`config.mk`:
```
export PLATFORM = sky130hd
export DESIGN_NAME = mmp_ctrl
export DESIGN_NICKNAME = d
export VERILOG_FILES = /design/src/rtl/core/mmp_pkg.sv /design/src/rtl/core/mmp_ctrl.sv
export SDC_FILE = /design/constraint.sdc
export NUM_CORES = 1
export LEC_CHECK = 0
export BUFFER_PORTS_ARGS = -buffer_cell sky130_fd_sc_hd__clkbuf_2
export CORE_MARGIN = 1.5
export CORE_UTILIZATION = 50
export DETAILED_ROUTE_END_ITERATION = 6
export GPL_TIMING_DRIVEN = 1
export PLACE_DENSITY = 0.76
export SYNTH_ARGS = -nofsm -noshare
export SYNTH_HDL_FRONTEND = slang
export SYNTH_SLANG_ARGS = --single-unit
```
`constraint.sdc`:
```
create_clock -name clk_i -period 6.15 [get_ports clk_i]
set_clock_uncertainty 0.05 [all_clocks]
set_input_delay 0.3075 -clock clk_i [delete_from_list [all_inputs] [get_ports clk_i]]
set_output_delay 0.3075 -clock clk_i [all_outputs]
set_load 0.05 [all_outputs]
```
`src/rtl/core/mmp_pkg.sv`:
```
// Shared types, constants and helpers for the modular matrix power block.
package mmp_pkg;

  localparam int MaxSize   = 8;
  localparam int IdxW      = 3;
  localparam int CellW     = 2 * IdxW;
  localparam int Cells     = MaxSize * MaxSize;
  localparam int ValW      = 31;
  localparam int SizeW     = 4;
  localparam int WmAddrW   = 2 + CellW;
  localparam int WmDepth   = 3 * Cells;
  localparam int MulSteps  = ValW;
  localparam int MulCntW   = 5;
  localparam logic [ValW-1:0]  ModReset  = 31'd1000000007;
  localparam logic [SizeW-1:0] SizeReset = 4'd2;

  typedef enum logic {
    CFG_MODULUS,
    CFG_SIZE
  } cfg_e;

  typedef enum logic [1:0] {
    RG_BASE,
    RG_RES,
    RG_PROD
  } region_e;

  typedef enum logic [1:0] {
    WS_ACC,
    WS_PORTA,
    WS_DIAG
  } wsel_e;

  typedef enum logic [1:0] {
    PH_BASE_INIT,
    PH_RES_MUL,
    PH_BASE_MUL
  } phase_e;

  typedef enum logic [3:0] {
    ST_IDLE,
    ST_RES_INIT,
    ST_MUL_RD,
    ST_MUL_GO,
    ST_MUL_WAIT,
    ST_MUL_ACC,
    ST_CP_RD,
    ST_CP_WR,
    ST_BIT,
    ST_EM_RD,
    ST_EM_OUT
  } state_e;

  typedef struct packed {
    logic               a_from_src;
    logic [CellW-1:0]   src_addr;
    logic [WmAddrW-1:0] a_addr;
    logic [WmAddrW-1:0] b_addr;
    logic               b_one;
    logic               mul_start;
    logic               acc_first;
    logic               acc_en;
    logic               wr_en;
    wsel_e              wr_sel;
    logic               diag;
    logic [WmAddrW-1:0] wr_addr;
    logic               emit;
    logic [IdxW-1:0]    row;
    logic [IdxW-1:0]    col;
    logic               last;
  } dp_cmd_t;

  typedef struct packed {
    logic mul_done;
  } dp_sts_t;

  function automatic logic [WmAddrW-1:0] wm_addr(region_e rg, logic [IdxW-1:0] r,
                                                 logic [IdxW-1:0] c);
    wm_addr = {rg, r, c};
  endfunction

endpackage

```
`src/rtl/core/mmp_ctrl.sv`:
```
// Controller: sequences initialization, matrix products, copies and emission.
module mmp_ctrl import mmp_pkg::*; (
  input  logic             clk_i,
  input  logic             rst_ni,
  input  logic             start_i,
  input  logic             operation_i,
  input  logic [ValW-1:0]  power_i,
  input  logic [SizeW-1:0] size_i,
  output logic             busy_o,
  output dp_cmd_t          cmd_o,
  input  dp_sts_t          sts_i
);

  state_e          state_q, state_d;
  phase_e          phase_q, phase_d;
  logic [ValW-1:0] pw_q, pw_d;
  logic [IdxW-1:0] nl_q, nl_d;
  logic [IdxW-1:0] i_q, i_d, j_q, j_d, k_q, k_d;
  logic [IdxW-1:0] klast;
  logic            wrap;

  always_ff @(posedge clk_i or negedge rst_ni) begin
    if (!rst_ni) begin
      state_q <= ST_IDLE;
      phase_q <= PH_BASE_INIT;
      pw_q    <= '0;
      nl_q    <= '0;
      i_q     <= '0;
      j_q     <= '0;
      k_q     <= '0;
    end else begin
      state_q <= state_d;
      phase_q <= phase_d;
      pw_q    <= pw_d;
      nl_q    <= nl_d;
      i_q     <= i_d;
      j_q     <= j_d;
      k_q     <= k_d;
    end
  end

  assign klast  = (phase_q == PH_BASE_INIT) ? '0 : nl_q;
  assign wrap   = (i_q == nl_q) && (j_q == nl_q);
  assign busy_o = (state_q != ST_IDLE);

  always_comb begin
    state_d = state_q;
    phase_d = phase_q;
    pw_d    = pw_q;
    nl_d    = nl_q;
    i_d     = i_q;
    j_d     = j_q;
    k_d     = k_q;

    cmd_o            = '0;
    cmd_o.a_from_src = (phase_q == PH_BASE_INIT);
    cmd_o.b_one      = (phase_q == PH_BASE_INIT);
    cmd_o.src_addr   = {i_q, j_q};
    cmd_o.row        = i_q;
    cmd_o.col        = j_q;
    cmd_o.last       = wrap;
    cmd_o.diag       = (i_q == j_q);
    cmd_o.wr_sel     = WS_ACC;
    case (phase_q)
      PH_RES_MUL: begin
        cmd_o.a_addr = wm_addr(RG_RES, i_q, k_q);
        cmd_o.b_addr = wm_addr(RG_BASE, k_q, j_q);
      end
      default: begin
        cmd_o.a_addr = wm_addr(RG_BASE, i_q, k_q);
        cmd_o.b_addr = wm_addr(RG_BASE, k_q, j_q);
      end
    endcase

    case (state_q)
      ST_IDLE: begin
        if (start_i && operation_i) begin
          pw_d = power_i;
          if (size_i == '0) begin
            nl_d = '0;
          end else if (size_i > SizeW'(MaxSize)) begin
            nl_d = IdxW'(MaxSize - 1);
          end else begin
            nl_d = IdxW'(size_i - SizeW'(1));
          end
          i_d     = '0;
          j_d     = '0;
          k_d     = '0;
          state_d = ST_RES_INIT;
        end
      end
      ST_RES_INIT: begin
        cmd_o.wr_en   = 1'b1;
        cmd_o.wr_sel  = WS_DIAG;
        cmd_o.wr_addr = wm_addr(RG_RES, i_q, j_q);
        j_d = (j_q == nl_q) ? '0 : j_q + IdxW'(1);
        i_d = (j_q == nl_q) ? i_q + IdxW'(1) : i_q;
        if (wrap) begin
          i_d     = '0;
          phase_d = PH_BASE_INIT;
          state_d = ST_MUL_RD;
        end
      end
      ST_MUL_RD: begin
        state_d = ST_MUL_GO;
      end
      ST_MUL_GO: begin
        cmd_o.mul_start = 1'b1;
        state_d = ST_MUL_WAIT;
      end
      ST_MUL_WAIT: begin
        if (sts_i.mul_done) begin
          state_d = ST_MUL_ACC;
        end
      end
      ST_MUL_ACC: begin
        cmd_o.acc_en    = 1'b1;
        cmd_o.acc_first = (k_q == '0);
        state_d = ST_MUL_RD;
        if (k_q == klast) begin
          cmd_o.wr_en   = 1'b1;
          cmd_o.wr_addr = (phase_q == PH_BASE_INIT) ? wm_addr(RG_BASE, i_q, j_q)
                                                    : wm_addr(RG_PROD, i_q, j_q);
          k_d = '0;
          j_d = (j_q == nl_q) ? '0 : j_q + IdxW'(1);
          i_d = (j_q == nl_q) ? i_q + IdxW'(1) : i_q;
          if (wrap) begin
            i_d     = '0;
            state_d = (phase_q == PH_BASE_INIT) ? ST_BIT : ST_CP_RD;
          end
        end else begin
          k_d = k_q + IdxW'(1);
        end
      end
      ST_CP_RD: begin
        cmd_o.a_addr = wm_addr(RG_PROD, i_q, j_q);
        state_d = ST_CP_WR;
      end
      ST_CP_WR: begin
        cmd_o.wr_en   = 1'b1;
        cmd_o.wr_sel  = WS_PORTA;
        cmd_o.wr_addr = (phase_q == PH_RES_MUL) ? wm_addr(RG_RES, i_q, j_q)
                                                : wm_addr(RG_BASE, i_q, j_q);
        j_d = (j_q == nl_q) ? '0 : j_q + IdxW'(1);
        i_d = (j_q == nl_q) ? i_q + IdxW'(1) : i_q;
        state_d = ST_CP_RD;
        if (wrap) begin
          i_d = '0;
          if (phase_q == PH_RES_MUL) begin
            phase_d = PH_BASE_MUL;
            state_d = ST_MUL_RD;
          end else begin
            pw_d    = pw_q >> 1;
            state_d = ST_BIT;
          end
        end
      end
      ST_BIT: begin
        if (pw_q == '0) begin
          state_d = ST_EM_RD;
        end else if (pw_q[0]) begin
          phase_d = PH_RES_MUL;
          state_d = ST_MUL_RD;
        end else begin
          phase_d = PH_BASE_MUL;
          state_d = ST_MUL_RD;
        end
      end
      ST_EM_RD: begin
        cmd_o.a_addr = wm_addr(RG_RES, i_q, j_q);
        state_d = ST_EM_OUT;
      end
      ST_EM_OUT: begin
        cmd_o.emit = 1'b1;
        j_d = (j_q == nl_q) ? '0 : j_q + IdxW'(1);
        i_d = (j_q == nl_q) ? i_q + IdxW'(1) : i_q;
        state_d = ST_EM_RD;
        if (wrap) begin
          i_d     = '0;
          state_d = ST_IDLE;
        end
      end
      default: begin
        state_d = ST_IDLE;
      end
    endcase
  end

endmodule

```
==> out/summary.txt, run 1 <==
Async SR Flop Fraction = 100%
CTS Buf Count = 5
port buffer count = 85
most instantiated cells after synthesis = nand2_1 (102), dfrtp_1 (49), mux2_4 (28), buf_4 (16)
num rows = 30
Placer Congestion = 0.892
share of layout cells above drive strength 1 = 33.6%
Die H = 86.8 um
top cells by area, synth = dfrtp_1 (35%), mux2_4 (12%), nand2_1 (11%)
Rel. slew slack = 57.8%
n_diodes = 0
HP Class = input pin to async pin
post-synthesis register bit count = 49
endpoints failing setup = 0
r2r startpoint = state_q[2]$_DFFE_PN0P_
CTS tree = yes
cell with the most instances after synthesis = nand2_1
cell taking the most area after synthesis = dfrtp_1
hold_ws = 0.0366 ns
Mapped Area = 3510 um^2
1st-iter DRT viols = 155
RR Endpoint = pw_q[26]$_DFFE_PN0P_
clk root buf = clkbuf_8
TritonRoute pass-1 iters = 4
initial antenna violation count = 0
Nets = 485
Tot GR Track Use = 22.0%
core area = 6790 um^2
clk_lat worst skew = 0.31 ns
H-tree Lvls = 2
crit path max fanout = 38
pin count of the biggest net entering global routing = 50
Worst setup EP type = flop
Pwr Density = 585 nW/um^2
RSZ-0062 raised after global routing = false
Routed Antenna Nets = 0
Post-synth EDFFs = 0
Syn-to-layout area delta = 11.4%
die width = 86.8 um
vias in the first global route = 2,733
leakage power total = 1.96 nW
Starting Density = 51.7%
CP Class = flop to flop
Synthesis Warnings = 0
WL final = 7.94 mm
Seq/Total Area, Yosys = 34.9%
Synth Flop Type = dfrtp_1
Cell variety after synth = 69
Period minus WS final = 3.09 ns
status = finished, final reports clean
die area = 7530 um^2
R2R setup slack = 3.06 ns
post-DR vias/cell = 5.32
Reg2Reg Depth = 8
Post-CTS Hold Fix Bufs = 0
Detailed Place HPWL = 5.86 mm
setup TNS = 0 ns
Critical Path RT = 6.31 ns
hold violation total from the final report = 0
grt ovf = 0
first-pass GRT wire length = 13.0 mm
post-cts sizing count = 0
Cells after Synth = 380
max-slew violations = 0
WL/cell = 14.8 um
I/O Pins = 88
CTS Sinks = 49
Worst EP arrival = 3.25 ns
Post-CTS Setup Bufs = 0
Max-cap violations = 0
via count = 2,857
Slew @ Worst Pin = 0.625 ns
# DRC = 0
area share of the largest cell type after synthesis = 34.9%
Fmax = 324 MHz
Mean Syn Cell Area = 9.24 um^2
Reg clk slew, reported paths = 0.10 ns
Startpoint Class = flop
Bufs on Longest Clock Path = 2
period utilization = 50.2%
Max IR drop VDD = 234 uV
[metrics by stage]
stage	power, W	std cells	setup WS, ns	area [um^2]	util [%]
after floorplan	0.00187	381	3.23	3510	-
final	0.00229	537	3.06	3910	57.6
after global routing	0.00243	537	2.79	3910	57.6
after detailed placement	0.00209	529	3.05	3810	56.2
after global placement	0.00204	529	3.17	3810	56.2
after CTS	0.00229	537	3.05	3910	57.6
[flip-flops by register name, summed over array words and instances (netlist names)]
signal and count:
k_q 3, phase_q 2, pw_q 31, j_q 3, i_q 3, nl_q 3
state_q 4
[cell families (layout without fill, tap and decap cells)]
logic type | count (synthesis) | count (layout) | share of synthesized area, %
simple gates | 161 | 161 | 21.7
buf+inv | 54 | 114 | 9.62
compound gates | 62 | 62 | 13.9
xor+xnor | 11 | 11 | 3.17
mux | 37 | 37 | 14.8
fa+ha+maj | 5 | 5 | 1.78
flops | 49 | 49 | 34.9
other cells | 1 | 2 | 0.107
[per-layer routing]
metal  vias up  part of all wire [%]  track usage, %
met5         -                     0               0
met4         0                   1.2            8.06
met2        87                    46            33.4
met3         6                   5.6            4.10
met1      1347                    47            31.4
li1       1417                     -               -
[critical path, stage by stage (launching register included)]
cell	delay, ns
dfrtp_1	0.57
nor2b_1	0.28
nand3_1	0.10
buf_4	0.27
inv_2	0.46
nand2_1	0.19
a22oi_4	0.18
buf_4	0.49
mux2_1	0.37
[area by class of cell]
type | instances | area, um^2
Tap cell | 96 | 120
Sequential cell | 49 | 1230
Clock buffer | 5 | 68.8
Fill cell | 616 | 2880
Inverter | 18 | 70.1
Timing Repair Buffer | 88 | 448
Multi-Input combinational cell | 278 | 1950
Clock inverter | 3 | 26.3
[power by group]
group	switching (W)	internal, W
logic	0.000884	0.000513
clock network	0.000119	0.0000828
registers	0.000217	0.000473
total	0.00122	0.00107
[how the worst max path moves through the flow]
stage | start | to | depth (start not counted) | slack [ns]
detailed placement | state_q[2]$_DFFE_PN0P_ | pw_q[26]$_DFFE_PN0P_ | 8 | 3.05
floorplan | k_q[1]$_DFFE_PN0P_ | cmd_o[11] | 6 | 3.23
finish | state_q[2]$_DFFE_PN0P_ | pw_q[26]$_DFFE_PN0P_ | 8 | 3.06
global placement | state_q[2]$_DFFE_PN0P_ | pw_q[26]$_DFFE_PN0P_ | 8 | 3.17
global route | state_q[2]$_DFFE_PN0P_ | pw_q[26]$_DFFE_PN0P_ | 8 | 2.79
CTS | state_q[2]$_DFFE_PN0P_ | pw_q[26]$_DFFE_PN0P_ | 8 | 3.05
[placed cells by master (no fill, tap or decap), types with 7 or more instances in the layout]
| cell | count |
|---|---|
| o21ai_0 | 15 |
| mux2_4 | 28 |
| o221ai_1 | 7 |
| a31oi_1 | 7 |
| nor3_1 | 7 |
| clkbuf_2 | 85 |
| nand3_1 | 9 |
| dfrtp_1 | 49 |
| nand2_1 | 102 |
| nor4_1 | 7 |
| inv_1 | 15 |
| nor2_1 | 10 |
Power figures use the tool's default switching activity.
==> run 2, diff against run 1 <==
- ABC_AREA: not set -> 1
- CORE_UTILIZATION: 50 -> 48
- PLACE_DENSITY: 0.76 -> 0.77
- clock period: 6.15 -> 2.8 ns (I/O delays scaled with it)
==> run 2 against run 1 <==
The run now ends with design-rule violations left. Clock-buffer cell count is the same. First-iteration DRC count is 1.9% lower. Final cell count increased by 17%. Core utilization hardly changed. Sequential cell count stayed put. Sequential power up 83%. Via count is 9.2% higher. Die area is 3.8% lower. Critical path depth stayed put. Worst setup slack got worse by 2.6 ns. Combinational power rose by 67%. Critical endpoint is now cmd_o[8]. Largest power group unchanged.
==> out/summary.txt, run 2 <==
most instantiated cells after synthesis = nand2_1 (140), inv_1 (73), o21ai_0 (73), dfrtp_1 (49), nor2_1 (49) (was nand2_1 (102), dfrtp_1 (49), mux2_4 (28), buf_4 (16))
via count = 3,121 (was 2,857)
Starting Density = 50.4% (was 51.7%)
die width = 85.1 um (was 86.8 um)
grt ovf = 0 (unchanged)
Async SR Flop Fraction = 100% (unchanged)
CP Class = flop to output pin (was flop to flop)
I/O Pins = 88 (unchanged)
r2r startpoint = j_q[0]$_DFFE_PN0P_ (was state_q[2]$_DFFE_PN0P_)
HP Class = input pin to flop (was input pin to async pin)
leakage power total = 2.05 nW (was 1.96 nW)
post-DR vias/cell = 4.99 (was 5.32)
Bufs on Longest Clock Path = 2 (unchanged)
Critical Path RT = 2.61 ns (was 6.31 ns)
Slew @ Worst Pin = 0.757 ns (was 0.625 ns)
port buffer count = 85 (unchanged)
area share of the largest cell type after synthesis = 37.9% (was 34.9%)
R2R setup slack = 0.61 ns (was 3.06 ns)
pin count of the biggest net entering global routing = 63 (was 50)
Post-CTS Hold Fix Bufs = 2 (was 0)
Max IR drop VDD = 382 uV (was 234 uV)
WL final = 7.26 mm (was 7.94 mm)
Mean Syn Cell Area = 6.76 um^2 (was 9.24 um^2)
Rel. slew slack = 49.5% (was 57.8%)
num rows = 29 (was 30)
max-slew violations = 0 (unchanged)
Pwr Density = 1090 nW/um^2 (was 585 nW/um^2)
Period minus WS final = 2.37 ns
Critical Path End = cmd_o[8] (was pw_q[26]$_DFFE_PN0P_)
Tot GR Track Use = 21.2% (was 22.0%)
vias in the first global route = 2,888 (was 2,733)
CTS tree = yes (unchanged)
WL/cell = 11.6 um (was 14.8 um)
clk root buf = clkbuf_8 (unchanged)
Cells after Synth = 479 (was 380)
Worst setup EP type = output pin (was flop)
Max-cap violations = 0 (unchanged)
max incr delay on CP = 0.47 ns (was 0.57 ns)
Die H = 85.1 um (was 86.8 um)
RR Endpoint = pw_q[14]$_DFFE_PN0P_ (was pw_q[26]$_DFFE_PN0P_)
switching power total = 0.00224 W (was 0.00122 W)
failing checks = design-rule violations
share of layout cells above drive strength 1 = 19.5% (was 33.6%)
internal power = 0.00180 W (was 0.00107 W)
Cell variety after synth = 26 (was 69)
status = finished with violations (was finished, final reports clean)
Placed Cells = 616 (was 529)
CTS Buf Count = 5 (unchanged)
Post-CTS Setup Bufs = 0 (unchanged)
Reg clk slew, reported paths = 0.10 ns (about the same)
Critical Path, Cell by Cell = inv_1, nand2_1, nor2_1, nor2_1, inv_1, nor2_1, nor2_1, clkbuf_2 (was nor2b_1, nand3_1, buf_4, inv_2, nand2_1, a22oi_4, buf_4, mux2_1)
top cells by area, synth = dfrtp_1 (38%), nand2_1 (16%), o21ai_0 (11%) (was dfrtp_1 (35%), mux2_4 (12%), nand2_1 (11%))
Finished Layout Cells = 626 (was 537)
TritonRoute pass-1 iters = 7 (was 4)
clock power share = 10.9% (was 8.8%)
1st-iter DRT viols = 152 (was 155)
number of flip-flops under the largest register name = 31 (unchanged)
Placer Congestion = 0.902 (was 0.892)
Nets = 593 (was 485)
first-pass GRT wire length = 12.6 mm (was 13.0 mm)
slowest cell on the critical path = dfrtp_1 (unchanged)
setup TNS = 0 ns (unchanged)
Largest regs = pw_q: 31 flops, state_q: 4 flops (unchanged)
H-tree Lvls = 2 (unchanged)
period utilization = 84.8%
Synthesis Warnings = 0 (unchanged)
WP buf/inv = 3 (unchanged)
hold violation total from the final report = 0 (unchanged)
final core occ = 57.5% (was 57.6%)
Synth Flop Type = dfrtp_1 (unchanged)
cell with the most instances after synthesis = nand2_1 (unchanged)
Post-synth EDFFs = 0 (unchanged)
crit path max fanout = 7 (was 38)
CP Depth = 8 (unchanged)
Detailed Place HPWL = 5.54 mm (was 5.86 mm)
post-cts sizing count = 0 (unchanged)
Fmax = 421 MHz
Seq/Total Area, Yosys = 37.9% (was 34.9%)
CTS Sinks = 49 (unchanged)
Startpoint Class = flop (unchanged)
Sw Ratio = 55.4% (was 53.3%)
n_diodes = 0 (unchanged)
CP Launch Point = state_q[1]$_DFFE_PN0P_ (was state_q[2]$_DFFE_PN0P_)
hold_ws = 0.0840 ns (was 0.0366 ns)
endpoints failing setup = 0 (unchanged)
Worst EP arrival = 2.18 ns (was 3.25 ns)
Mapped Area = 3240 um^2 (was 3510 um^2)
post-synthesis register bit count = 49 (unchanged)
RSZ-0062 raised after global routing = false (unchanged)
# DRC = 9 (was 0)
Flop pwr share = 31.1% (was 30.1%)
CP delay by family, top = simple AND/OR/NAND/NOR gates (was buffers and inverters)
Reg2Reg Depth = 8 (unchanged)
commonest cells after routing, fill and taps aside = nand2_1 (140), clkbuf_2 (85), inv_1 (73), o21ai_0 (73) (was nand2_1 (102), clkbuf_2 (85), dfrtp_1 (49), mux2_4 (28))
clk_lat worst skew = 0.31 ns (about the same)
cell mode on critical path = nor2_1 (was buf_4)
initial antenna violation count = 0 (unchanged)
Syn-to-layout area delta = 14.2% (was 11.4%)
core area = 6420 um^2 (was 6790 um^2)
Routed Antenna Nets = 0 (unchanged)
Combinational Power Share = 57.9% (was 61.0%)
die area = 7250 um^2 (was 7530 um^2)
most flop-heavy register = pw_q (unchanged)
cell taking the most area after synthesis = dfrtp_1 (unchanged)
most common cell after layout, fill and taps aside = nand2_1 (unchanged)
[run 2: metrics by stage]
step	area, um^2	total power (W)	worst slack, ns
finish	3700	0.00404	0.426
global route	3700	0.00442	0.231
CTS	3700	0.00407	0.445
detailed placement	3580	0.00362	0.641
global placement	3580	0.00355	0.740
floorplan	3240	0.00323	0.194
[run 2: power by group through the flow]
| stage | Sequential, W | Clock, W | Combinational, W |
|---|---|---|---|
| 6_report | 0.00126 | 0.000441 | 0.00234 |
| 5_1_grt | 0.00130 | 0.000477 | 0.00264 |
| 4_1_cts | 0.00126 | 0.000449 | 0.00236 |
| 3_5_place_dp | 0.00128 | 0 | 0.00234 |
| 3_3_place_gp | 0.00126 | 0 | 0.00229 |
| 2_1_floorplan | 0.00131 | 0 | 0.00192 |
[run 2: per-layer routing]
layer | GRT usage (%) | share of wire, % | up-vias
li1 | - | - | 1614
met1 | 27.4 | 44 | 1394
met2 | 36.4 | 49 | 104
met3 | 3.50 | 5.4 | 9
met4 | 6.86 | 1.2 | 0
met5 | 0 | 0 | -
[run 2: cell type report]
cell class | count | area (um^2)
Clock buffer | 5 | 68.8
Clock inverter | 3 | 26.3
Fill cell | 654 | 2730
Inverter | 75 | 282
Multi-Input combinational cell | 327 | 1530
Sequential cell | 49 | 1230
Tap cell | 77 | 96.3
Timing Repair Buffer | 90 | 468
[run 2: kinds of logic after synthesis]
family	count (synthesis)	share of synthesized area (%)
fa+ha+maj	5	1.93
simple gates	226	29.3
flops	49	37.9
xor+xnor	8	2.16
compound gates	86	13.6
buf+inv	104	15.0
other cells	1	0.116
[run 2: worst min-delay path by stage]
stage | startpoint | end | cells after the start
6_report | power_i[8] | pw_q[8]$_DFFE_PN0P_ | 5
4_1_cts | power_i[7] | pw_q[7]$_DFFE_PN0P_ | 5
3_5_place_dp | rst_ni | i_q[0]$_DFFE_PN0P_ | 1
3_3_place_gp | rst_ni | i_q[0]$_DFFE_PN0P_ | 1
2_1_floorplan | rst_ni | i_q[0]$_DFFE_PN0P_ | 0
5_1_grt | power_i[8] | pw_q[8]$_DFFE_PN0P_ | 5
[run 2: worst register-to-register path: cells and delay by family (launching register included)]
kind	cells	cell delay (ns)
flops	1	0.48
compound gates	1	0.22
simple gates	6	1.14
buf+inv	1	0.16
